**src/sv/sbps_pkg.sv**
```systemverilog
package sbps_pkg;

   // Fixed field widths of the vertex stream and of the results
   localparam int FIELD_BITS  = 16;
   localparam int COLOR_BITS  = 24;
   localparam int ENERGY_BITS = 34;
   localparam int PROD_BITS   = 32;
   localparam int OUT_TOTAL_BITS = 48;
   localparam int NUM_CORNERS = 3;

   // Result index codes
   localparam logic [1:0] CORNER_FIRST = 2'd0;
   localparam logic [1:0] CORNER_MID   = 2'd1;
   localparam logic [1:0] CORNER_LAST  = 2'd2;

   // Position of a vertex within its strip
   typedef enum logic [1:0] {
      POS_FIRST,
      POS_SECOND,
      POS_EVEN,
      POS_ODD
   } vpos_type;

   // One vertex request
   typedef struct packed {
      logic signed [FIELD_BITS-1:0] vert_x;
      logic signed [FIELD_BITS-1:0] vert_y;
      logic signed [FIELD_BITS-1:0] vert_z;
      logic [FIELD_BITS-1:0]        unshot_red;
      logic [FIELD_BITS-1:0]        unshot_green;
      logic [FIELD_BITS-1:0]        unshot_blue;
      logic [FIELD_BITS-1:0]        patch_area;
      logic [COLOR_BITS-1:0]        patch_color;
      logic                         strip_begin;
      logic                         strip_end;
      logic                         scene_begin;
   } req_type;

   // One result
   typedef struct packed {
      logic [1:0]                   corner;
      logic signed [FIELD_BITS-1:0] corner_x;
      logic signed [FIELD_BITS-1:0] corner_y;
      logic signed [FIELD_BITS-1:0] corner_z;
      logic [ENERGY_BITS-1:0]       best_energy;
      logic [FIELD_BITS-1:0]        best_area;
      logic [COLOR_BITS-1:0]        best_color;
      logic [OUT_TOTAL_BITS-1:0]    total_red;
      logic [OUT_TOTAL_BITS-1:0]    total_green;
      logic [OUT_TOTAL_BITS-1:0]    total_blue;
      logic [OUT_TOTAL_BITS-1:0]    total_all;
      logic                         final_corner;
   } rsp_type;

   // Corner in output form
   typedef struct packed {
      logic [FIELD_BITS-1:0] x;
      logic [FIELD_BITS-1:0] y;
      logic [FIELD_BITS-1:0] z;
   } corner_type;

   // Strip-end snapshot handed to the result sequencer
   typedef struct packed {
      corner_type [NUM_CORNERS-1:0] corners;
      logic [ENERGY_BITS-1:0]       best_energy;
      logic [FIELD_BITS-1:0]        best_area;
      logic [COLOR_BITS-1:0]        best_color;
      logic [OUT_TOTAL_BITS-1:0]    total_red;
      logic [OUT_TOTAL_BITS-1:0]    total_green;
      logic [OUT_TOTAL_BITS-1:0]    total_blue;
      logic [OUT_TOTAL_BITS-1:0]    total_all;
   } snap_type;

   // Sequencer status back to the update stage
   typedef struct packed {
      logic busy;
      logic last_take;
   } emit_status_type;

endpackage

```
**src/sv/sbps_req_if.sv**
```systemverilog
interface sbps_req_if import sbps_pkg::*; ();
   logic    valid;
   logic    ready;
   req_type data;

   modport source (output valid, output data, input ready);
   modport sink   (input valid, input data, output ready);
endinterface

```
**src/sv/sbps_rsp_if.sv**
```systemverilog
interface sbps_rsp_if import sbps_pkg::*; ();
   logic    valid;
   logic    ready;
   rsp_type data;

   modport source (output valid, output data, input ready);
   modport sink   (input valid, input data, output ready);
endinterface

```
**src/sv/sbps_emit.sv**
```systemverilog
module sbps_emit import sbps_pkg::*; (
   input  logic            clock,
   input  logic            reset,
   input  logic            load,
   input  snap_type        snap,
   output emit_status_type status,
   sbps_rsp_if.source      rsp_chan
);

   logic       busy_ff, busy_in;
   logic [1:0] cnt_ff, cnt_in;
   snap_type   snap_ff;
   logic       take;
   corner_type sel;

   assign take = rsp_chan.valid && rsp_chan.ready;
   assign status.busy = busy_ff;
   assign status.last_take = take && (cnt_ff == CORNER_LAST);

   // result counter and busy flag
   always_comb begin
      busy_in = busy_ff;
      cnt_in  = cnt_ff;
      if (load) begin
         busy_in = 1'b1;
         cnt_in  = CORNER_FIRST;
      end else if (status.last_take) begin
         busy_in = 1'b0;
      end else if (take) begin
         cnt_in = cnt_ff + 2'd1;
      end
   end

   always_ff @(posedge clock) begin
      if (reset) begin
         busy_ff <= 1'b0;
         cnt_ff  <= CORNER_FIRST;
      end else begin
         busy_ff <= busy_in;
         cnt_ff  <= cnt_in;
      end
   end

   // snapshot holds until the last result of the strip is taken
   always_ff @(posedge clock) begin
      if (load) begin
         snap_ff <= snap;
      end
   end

   // corner select
   always_comb begin
      case (cnt_ff)
         CORNER_FIRST: sel = snap_ff.corners[0];
         CORNER_MID:   sel = snap_ff.corners[1];
         CORNER_LAST:  sel = snap_ff.corners[2];
         default:      sel = snap_ff.corners[0];
      endcase
   end

   assign rsp_chan.valid = busy_ff;
   always_comb begin
      rsp_chan.data.corner       = cnt_ff;
      rsp_chan.data.corner_x     = sel.x;
      rsp_chan.data.corner_y     = sel.y;
      rsp_chan.data.corner_z     = sel.z;
      rsp_chan.data.best_energy  = snap_ff.best_energy;
      rsp_chan.data.best_area    = snap_ff.best_area;
      rsp_chan.data.best_color   = snap_ff.best_color;
      rsp_chan.data.total_red    = snap_ff.total_red;
      rsp_chan.data.total_green  = snap_ff.total_green;
      rsp_chan.data.total_blue   = snap_ff.total_blue;
      rsp_chan.data.total_all    = snap_ff.total_all;
      rsp_chan.data.final_corner = (cnt_ff == CORNER_LAST);
   end

   // counter stays within the three corners
   a_cnt_range: assert property (@(posedge clock) disable iff (reset)
      busy_ff |-> (cnt_ff != 2'd3))
      else $error("result counter out of range");

   // a taken non-final result advances the counter
   a_cnt_step: assert property (@(posedge clock) disable iff (reset)
      (take && !status.last_take && !load) |=> (cnt_ff == $past(cnt_ff) + 2'd1))
      else $error("result counter did not advance");

   // the final result ends the burst unless a new snapshot came in
   a_burst_end: assert property (@(posedge clock) disable iff (reset)
      (status.last_take && !load) |=> !busy_ff)
      else $error("sequencer still busy after final result");

endmodule

```
**src/sv/strip_brightest_patch_select.sv**
```systemverilog
// Timing: a vertex request is registered at acceptance and updates the totals and the
//   best patch as it leaves the input register; a strip end loads the sequencer's
//   snapshot, its first result is then valid, the other two follow one per taken cycle.
// Throughput: one vertex per cycle; a strip end yields three results, and a second strip
//   end waits in the input register until the final result of the previous one is taken.
// Reset: synchronous, active high; clears the strip position, vertices, totals, best patch.
module strip_brightest_patch_select import sbps_pkg::*; #(
   parameter int COORD_BITS = 16,
   parameter int TOTAL_BITS = 48
) (
   input  logic       clock,
   input  logic       reset,
   sbps_req_if.sink   req_chan,
   sbps_rsp_if.source rsp_chan
);

   localparam int EXT_BITS = (COORD_BITS > FIELD_BITS) ? COORD_BITS : FIELD_BITS;

   typedef struct packed {
      logic [COORD_BITS-1:0] x;
      logic [COORD_BITS-1:0] y;
      logic [COORD_BITS-1:0] z;
   } vtx_type;

   // input register
   logic    s1_valid_ff, s1_valid_in;
   req_type s1_ff;
   logic    s1_adv, accept;

   // strip and scene state
   vpos_type              pos_ff, pos_in, pos_base;
   vtx_type               prev0_ff, prev1_ff;
   logic [TOTAL_BITS-1:0] tot_r_ff, tot_g_ff, tot_b_ff, tot_all_ff;
   logic [TOTAL_BITS-1:0] tot_r_in, tot_g_in, tot_b_in, tot_all_in;
   logic [TOTAL_BITS-1:0] tot_r_base, tot_g_base, tot_b_base, tot_all_base;
   logic [ENERGY_BITS-1:0] best_energy_ff, best_energy_in, energy_base;
   logic [FIELD_BITS-1:0]  best_area_ff;
   logic [COLOR_BITS-1:0]  best_color_ff;
   vtx_type                best_c0_ff, best_c1_ff, best_c2_ff;
   vtx_type                best_c0_in, best_c1_in, best_c2_in;

   logic signed [EXT_BITS-1:0] ext_x, ext_y, ext_z;
   vtx_type                cur;
   logic                   closes, better;
   logic [PROD_BITS-1:0]   prod_r, prod_g, prod_b;
   logic [ENERGY_BITS-1:0] energy;

   emit_status_type emit_st;
   snap_type        snap;
   logic            snap_load;

   function automatic logic [TOTAL_BITS-1:0] sat_add(input logic [TOTAL_BITS-1:0] a,
                                                     input logic [ENERGY_BITS-1:0] b);
      logic [TOTAL_BITS:0] sum;
      sum = {1'b0, a} + (TOTAL_BITS + 1)'(b);
      if (sum[TOTAL_BITS]) begin
         return '1;
      end
      return sum[TOTAL_BITS-1:0];
   endfunction

   function automatic corner_type to_corner(input vtx_type v);
      corner_type c;
      c.x = FIELD_BITS'(v.x);
      c.y = FIELD_BITS'(v.y);
      c.z = FIELD_BITS'(v.z);
      return c;
   endfunction

   // a strip end holds in the input register while the sequencer is mid-burst
   assign s1_adv = s1_valid_ff && !(s1_ff.strip_end && emit_st.busy && !emit_st.last_take);
   assign req_chan.ready = !s1_valid_ff || s1_adv;
   assign accept = req_chan.valid && req_chan.ready;

   always_comb begin
      s1_valid_in = s1_valid_ff;
      if (accept) begin
         s1_valid_in = 1'b1;
      end else if (s1_adv) begin
         s1_valid_in = 1'b0;
      end
   end

   always_ff @(posedge clock) begin
      if (reset) begin
         s1_valid_ff <= 1'b0;
      end else begin
         s1_valid_ff <= s1_valid_in;
      end
   end

   always_ff @(posedge clock) begin
      if (accept) begin
         s1_ff <= req_chan.data;
      end
   end

   // vertex coordinates in storage width
   always_comb begin
      ext_x = EXT_BITS'(s1_ff.vert_x);
      ext_y = EXT_BITS'(s1_ff.vert_y);
      ext_z = EXT_BITS'(s1_ff.vert_z);
      cur.x = ext_x[COORD_BITS-1:0];
      cur.y = ext_y[COORD_BITS-1:0];
      cur.z = ext_z[COORD_BITS-1:0];
   end

   // scene clear and strip restart come first
   always_comb begin
      tot_r_base   = s1_ff.scene_begin ? '0 : tot_r_ff;
      tot_g_base   = s1_ff.scene_begin ? '0 : tot_g_ff;
      tot_b_base   = s1_ff.scene_begin ? '0 : tot_b_ff;
      tot_all_base = s1_ff.scene_begin ? '0 : tot_all_ff;
      energy_base  = s1_ff.scene_begin ? '0 : best_energy_ff;
      pos_base     = s1_ff.strip_begin ? POS_FIRST : pos_ff;
      closes       = (pos_base == POS_EVEN) || (pos_base == POS_ODD);
   end

   // patch energy and running totals
   always_comb begin
      prod_r = PROD_BITS'(s1_ff.unshot_red) * PROD_BITS'(s1_ff.patch_area);
      prod_g = PROD_BITS'(s1_ff.unshot_green) * PROD_BITS'(s1_ff.patch_area);
      prod_b = PROD_BITS'(s1_ff.unshot_blue) * PROD_BITS'(s1_ff.patch_area);
      energy = ENERGY_BITS'(prod_r) + ENERGY_BITS'(prod_g) + ENERGY_BITS'(prod_b);
      if (closes) begin
         tot_r_in   = sat_add(tot_r_base, ENERGY_BITS'(prod_r));
         tot_g_in   = sat_add(tot_g_base, ENERGY_BITS'(prod_g));
         tot_b_in   = sat_add(tot_b_base, ENERGY_BITS'(prod_b));
         tot_all_in = sat_add(tot_all_base, energy);
      end else begin
         tot_r_in   = tot_r_base;
         tot_g_in   = tot_g_base;
         tot_b_in   = tot_b_base;
         tot_all_in = tot_all_base;
      end
      better = closes && (energy > energy_base);
   end

   // best patch; odd triangles swap corners 1 and 2
   always_comb begin
      best_energy_in = energy_base;
      best_c0_in     = best_c0_ff;
      best_c1_in     = best_c1_ff;
      best_c2_in     = best_c2_ff;
      if (better) begin
         best_energy_in = energy;
         best_c0_in     = prev0_ff;
         if (pos_base == POS_EVEN) begin
            best_c1_in = prev1_ff;
            best_c2_in = cur;
         end else begin
            best_c1_in = cur;
            best_c2_in = prev1_ff;
         end
      end
   end

   // next strip position
   always_comb begin
      if (s1_ff.strip_end) begin
         pos_in = POS_FIRST;
      end else begin
         case (pos_base)
            POS_FIRST:  pos_in = POS_SECOND;
            POS_SECOND: pos_in = POS_EVEN;
            POS_EVEN:   pos_in = POS_ODD;
            POS_ODD:    pos_in = POS_EVEN;
            default:    pos_in = POS_FIRST;
         endcase
      end
   end

   always_ff @(posedge clock) begin
      if (reset) begin
         pos_ff         <= POS_FIRST;
         prev0_ff       <= '0;
         prev1_ff       <= '0;
         tot_r_ff       <= '0;
         tot_g_ff       <= '0;
         tot_b_ff       <= '0;
         tot_all_ff     <= '0;
         best_energy_ff <= '0;
         best_area_ff   <= '0;
         best_color_ff  <= '0;
         best_c0_ff     <= '0;
         best_c1_ff     <= '0;
         best_c2_ff     <= '0;
      end else if (s1_adv) begin
         pos_ff         <= pos_in;
         prev0_ff       <= prev1_ff;
         prev1_ff       <= cur;
         tot_r_ff       <= tot_r_in;
         tot_g_ff       <= tot_g_in;
         tot_b_ff       <= tot_b_in;
         tot_all_ff     <= tot_all_in;
         best_energy_ff <= best_energy_in;
         best_c0_ff     <= best_c0_in;
         best_c1_ff     <= best_c1_in;
         best_c2_ff     <= best_c2_in;
         if (better) begin
            best_area_ff  <= s1_ff.patch_area;
            best_color_ff <= s1_ff.patch_color;
         end
      end
   end

   // strip-end snapshot, taken from the updated state
   assign snap_load = s1_adv && s1_ff.strip_end;
   always_comb begin
      snap.corners[0]  = to_corner(best_c0_in);
      snap.corners[1]  = to_corner(best_c1_in);
      snap.corners[2]  = to_corner(best_c2_in);
      snap.best_energy = best_energy_in;
      snap.best_area   = better ? s1_ff.patch_area : best_area_ff;
      snap.best_color  = better ? s1_ff.patch_color : best_color_ff;
      snap.total_red   = OUT_TOTAL_BITS'(tot_r_in);
      snap.total_green = OUT_TOTAL_BITS'(tot_g_in);
      snap.total_blue  = OUT_TOTAL_BITS'(tot_b_in);
      snap.total_all   = OUT_TOTAL_BITS'(tot_all_in);
   end

   sbps_emit u_emit (
      .clock    (clock),
      .reset    (reset),
      .load     (snap_load),
      .snap     (snap),
      .status   (emit_st),
      .rsp_chan (rsp_chan)
   );

   // a snapshot never overwrites results still waiting
   a_snap_free: assert property (@(posedge clock) disable iff (reset)
      snap_load |-> (!emit_st.busy || emit_st.last_take))
      else $error("snapshot loaded during a result burst");

   // best energy only grows within a scene
   a_best_grows: assert property (@(posedge clock) disable iff (reset)
      (s1_adv && !s1_ff.scene_begin) |=> (best_energy_ff >= $past(best_energy_ff)))
      else $error("best energy decreased without scene begin");

endmodule

```
**src/flat_wrapper.sv**
```systemverilog
// flat-port wrapper written by rule: the top's interface ports become plain ports
module strip_brightest_patch_select_flat import sbps_pkg::*;
#(
   parameter int COORD_BITS = 16,
   parameter int TOTAL_BITS = 48
)
  (clock, reset, req_chan_valid, req_chan_data, req_chan_ready, rsp_chan_valid, rsp_chan_data, rsp_chan_ready);
  sbps_req_if req_chan_i ();
  sbps_rsp_if rsp_chan_i ();
  input  logic clock;
  input  logic reset;
  input wire logic [$bits(req_chan_i.valid)-1:0] req_chan_valid;
  input wire logic [$bits(req_chan_i.data)-1:0] req_chan_data;
  output wire logic [$bits(req_chan_i.ready)-1:0] req_chan_ready;
  output wire logic [$bits(rsp_chan_i.valid)-1:0] rsp_chan_valid;
  output wire logic [$bits(rsp_chan_i.data)-1:0] rsp_chan_data;
  input wire logic [$bits(rsp_chan_i.ready)-1:0] rsp_chan_ready;
  assign req_chan_i.valid = req_chan_valid;
  assign req_chan_i.data = req_chan_data;
  assign req_chan_ready = req_chan_i.ready;
  assign rsp_chan_valid = rsp_chan_i.valid;
  assign rsp_chan_data = rsp_chan_i.data;
  assign rsp_chan_i.ready = rsp_chan_ready;
  strip_brightest_patch_select #(.COORD_BITS(COORD_BITS), .TOTAL_BITS(TOTAL_BITS)) u_core (.clock(clock), .reset(reset), .req_chan(req_chan_i), .rsp_chan(rsp_chan_i));
endmodule
```
**config.mk**
```make
export PLATFORM = sky130hd
export DESIGN_NAME = strip_brightest_patch_select_flat
export DESIGN_NICKNAME = d
export VERILOG_FILES = /design/src/sv/sbps_pkg.sv /design/src/sv/sbps_req_if.sv /design/src/sv/sbps_rsp_if.sv /design/src/sv/sbps_emit.sv /design/src/sv/strip_brightest_patch_select.sv /design/src/flat_wrapper.sv
export SDC_FILE = /design/constraint.sdc
export NUM_CORES = 2
export LEC_CHECK = 0
export ABC_AREA = 1
export BUFFER_PORTS_ARGS = -buffer_cell sky130_fd_sc_hd__buf_2
export CAP_MARGIN = 20
export CORE_UTILIZATION = 32
export CTS_CLUSTER_DIAMETER = 60
export CTS_CLUSTER_SIZE = 30
export DETAILED_ROUTE_END_ITERATION = 6
export PLACE_DENSITY_LB_ADDON = 0.1
export SKIP_CTS_REPAIR_TIMING = 1
export SYNTH_ARGS = -nofsm -noshare
export SYNTH_HDL_FRONTEND = slang
export SYNTH_SLANG_ARGS = --single-unit
```
**constraint.sdc**
```tcl
create_clock -name clock -period 12.4 [get_ports clock]
set_clock_uncertainty 0.2 [all_clocks]
set_input_delay 0.62 -clock clock [delete_from_list [all_inputs] [get_ports clock]]
set_output_delay 0.62 -clock clock [all_outputs]
set_load 0.02 [all_outputs]
```
==> summary.md <==
| Metric | Value |
|---|---|
| Outcome | completed |
| Synth top area cells | edfxtp_1 (19%), fa_1 (14%), dfxtp_1 (12%), nand2_1 (11%), inv_1 (9.3%) |
| Cell row count | 188 |
| Worst slew margin | 16.1% |
| Async SR Flop Fraction | 0% |
| Core ar. | 263,000 sq um |
| Ys flop type | edfxtp_1 |
| Area grow syn2layout | 13.0% |
| Yosys top cell area share | 19.4% |
| Commonest non-fill, non-tap cell in the layout | nand2_1 |
| CTS root buf | clkbuf_16 |
| # IOs | 462 |
| RR Startpoint | u_core.s1_ff[32] |
| Crit Path Class | register to register |
| H-tree Lvls | 3 |
| Synthesized flop and latch total | 1,061 |
| CTS Buf Count | 125 |
| DR vias/cell | 4.80 |
| Reg2reg path depth | 53 |
| Worst R2R End | u_core.u_emit.rsp_chan.data[32] |
| Most frequent cells in the layout | nand2_1 (2,449), inv_1 (2,104), nor2_1 (898) |
| Synth area leader | edfxtp_1 |
| Final Non-Filler Cells | 14,900 |
| RSZ-0062 raised after global routing | false |
| Max Cap Violations | 0 |
| Post-Route WL | 287,000 um |
| DRC violations left | 0 |
| All-layer global routing usage | 20.9% |
| Critical-path top delay cell | edfxtp_1 |
| Crit path top cell by count | nand2_1 |
| Share of layout cells above drive strength 1 | 8.98% |
| Vias | 71,500 |
| Fin. max-slew vios | 0 |
| Crit start category | register |
| Sink Count | 1,061 |
| Setup TNS | 0 ns |
| Max Freq | 0.0863 GHz |
| Iteration count of the initial detailed-routing pass | 6 |
| Final ANT Viol Nets | 0 |
| Largest net degree at the start of global routing | 138 |
| Die area | 268,000 sq um |
| Register area share after synthesis | 31.4% |
| GR Overflow Total | 0 |
| Final Hold Viols | 0 |
| Fillers | 27,500 |
| CP arrival | 11.98 ns |
| Worst-path fanout max | 9 |
| Critical Path Sink | u_core.u_emit.rsp_chan.data[32] |
| Slew of the pin with the lowest slew margin | 1.25 ns |
| Library cells used by synthesis | 53 |
| Worst skew pair latency | 0.90 ns |
| Cell count after placement | 14,500 |
| HPWL Detailed | 212,000 um |
| Endpoints failing setup | 0 |
| Initial antenna violation count | 25 |
| Synthesized area | 85,000 sq um |
| DR iter-0 viols | 4,301 |
| Syn_nets | 12,400 |
| Crit share post-route | 93.4% |
| Die W | 518 um |
| Syn. warnings | 0 |
| Avg Synthesized Cell Area | 7.67 sq um |
| CTS tree | yes |
| Clock-pin slew on the worst setup and hold paths | 0.07 ns |
| CP required | 12.80 ns |
| Worst path max stage delay | 0.54 ns |
| Wire per inst | 19.3 um |
| Starting Density | 32.3% |
| Vias in the first global route | 70,000 |
| Post-synthesis instance total | 11,100 |
| Number of flops mapped to enable cells by yosys | 549 |
| Setup crit start | u_core.s1_ff[32] |
| Worst hold start | reset |
| Crit end category | register |
| Die height | 518 um |
| Register-to-register setup slack | 0.82 ns |
| Fin nets | 12,500 |
| CTS max path bufs | 4 |
| Global-route wire length before repair | 433,000 um |
| HP Class | input pin to register |
| Gpl congestion | 0.902 |
| Port Buffer Count | 461 |
| Fin crit period | 11.58 ns |
-- cell usage after synthesis, drive strengths merged, types with 14 or more instances --
library cell	number
buf	401
o21a	15
nor2	910
a31oi	28
xnor2	104
a211oi	16
o21ai	652
nand2	2454
fa	588
a2bb2oi	14
nand3	398
nor4	23
dfxtp	512
a21oi	707
nor3	40
xor2	145
o22ai	20
ha	533
clkbuf	416
a21boi	31
o21bai	21
nand4	309
edfxtp	549
inv	2125
-- cell families after synthesis --
logic type / count (synthesis) / synth area share, %
simple gates: 4161 / 20.2
fa+ha+maj: 1121 / 21.7
flops: 1061 / 31.4
xor+xnor: 249 / 2.56
buf+inv: 2942 / 14.4
compound gates: 1557 / 9.76
-- how the worst min path moves through the flow --
stage | to | slack, ns | depth (start not counted)
floorplan | u_core.pos_ff[0] | 0.25 | 2
global placement | u_core.prev1_ff[27] | 0.28 | 2
detailed placement | u_core.tot_b_ff[40] | 0.28 | 2
CTS | u_core.ext_y[9] | -0.40 | 1
global route | u_core.ext_x[12] | 0.17 | 2
finish | u_core.tot_r_ff[34] | 0.21 | 2
-- per-stage QoR --
stage | worst slack, ns | cell area, sq um | hold WS, ns | utilization (%)
global route | 0.0160 | 96100 | 0.174 | 36.5
global placement | 0.591 | 89900 | 0.278 | 34.1
finish | 0.816 | 96100 | 0.211 | 36.5
CTS | 0.409 | 94300 | -0.404 | 35.8
detailed placement | 0.406 | 89900 | 0.277 | 34.1
floorplan | 1.61 | 85000 | 0.254 | -
-- flip-flops by register name, summed over array words and instances, names as in the netlist, 34 cells and up --
| name | flops |
|---|---|
| u_core.u_emit.snap_ff | 144 |
| u_core.best_c1_ff | 48 |
| u_core.s1_ff | 91 |
| u_core.tot_b_ff | 48 |
| u_core.tot_g_ff | 48 |
| u_core.best_energy_ff | 34 |
| u_core.u_emit.rsp_chan.data | 266 |
| u_core.tot_all_ff | 48 |
| u_core.best_c2_ff | 48 |
| u_core.prev0_ff | 48 |
| u_core.best_c0_ff | 48 |
| u_core.prev1_ff | 48 |
| u_core.tot_r_ff | 48 |
-- per-layer routing --
| layer | global-route usage (%) | share of wire [%] |
|---|---|---|
| met5 | 0 | 0.0052 |
| met4 | 5.79 | 2.6 |
| met2 | 35.7 | 48 |
| met3 | 1.95 | 4.0 |
| met1 | 28.1 | 46 |
-- critical path: cells and delay by family (launching register included) --
| kind | cells | cell delay, ns |
|---|---|---|
| AOI/OAI and AO/OA | 13 | 2.44 |
| adders and majority gates | 10 | 4.15 |
| buffers and inverters | 10 | 1.17 |
| DFF | 1 | 0.54 |
| xor gates and xnor gates | 2 | 0.59 |
| and+or+nand+nor | 18 | 2.28 |
-- cell type report --
cell class / instances / area (sq um) / area share (%)
Multi-Input combinational cell: 7088 / 46100 / 48.0
Sequential cell: 1061 / 26700 / 27.8
Inverter: 2125 / 8010 / 8.33
Timing Repair Buffer: 872 / 6410 / 6.67
Tap cell: 3515 / 4400 / 4.58
Clock buffer: 136 / 3220 / 3.35
Clock inverter: 96 / 1180 / 1.22
Antenna cell: 7 / 17.5 / 0.0182
Power is left out: the tool's default activity adds up to more than one toggle a clock period on the data nets, which glitch-free logic cannot reach.
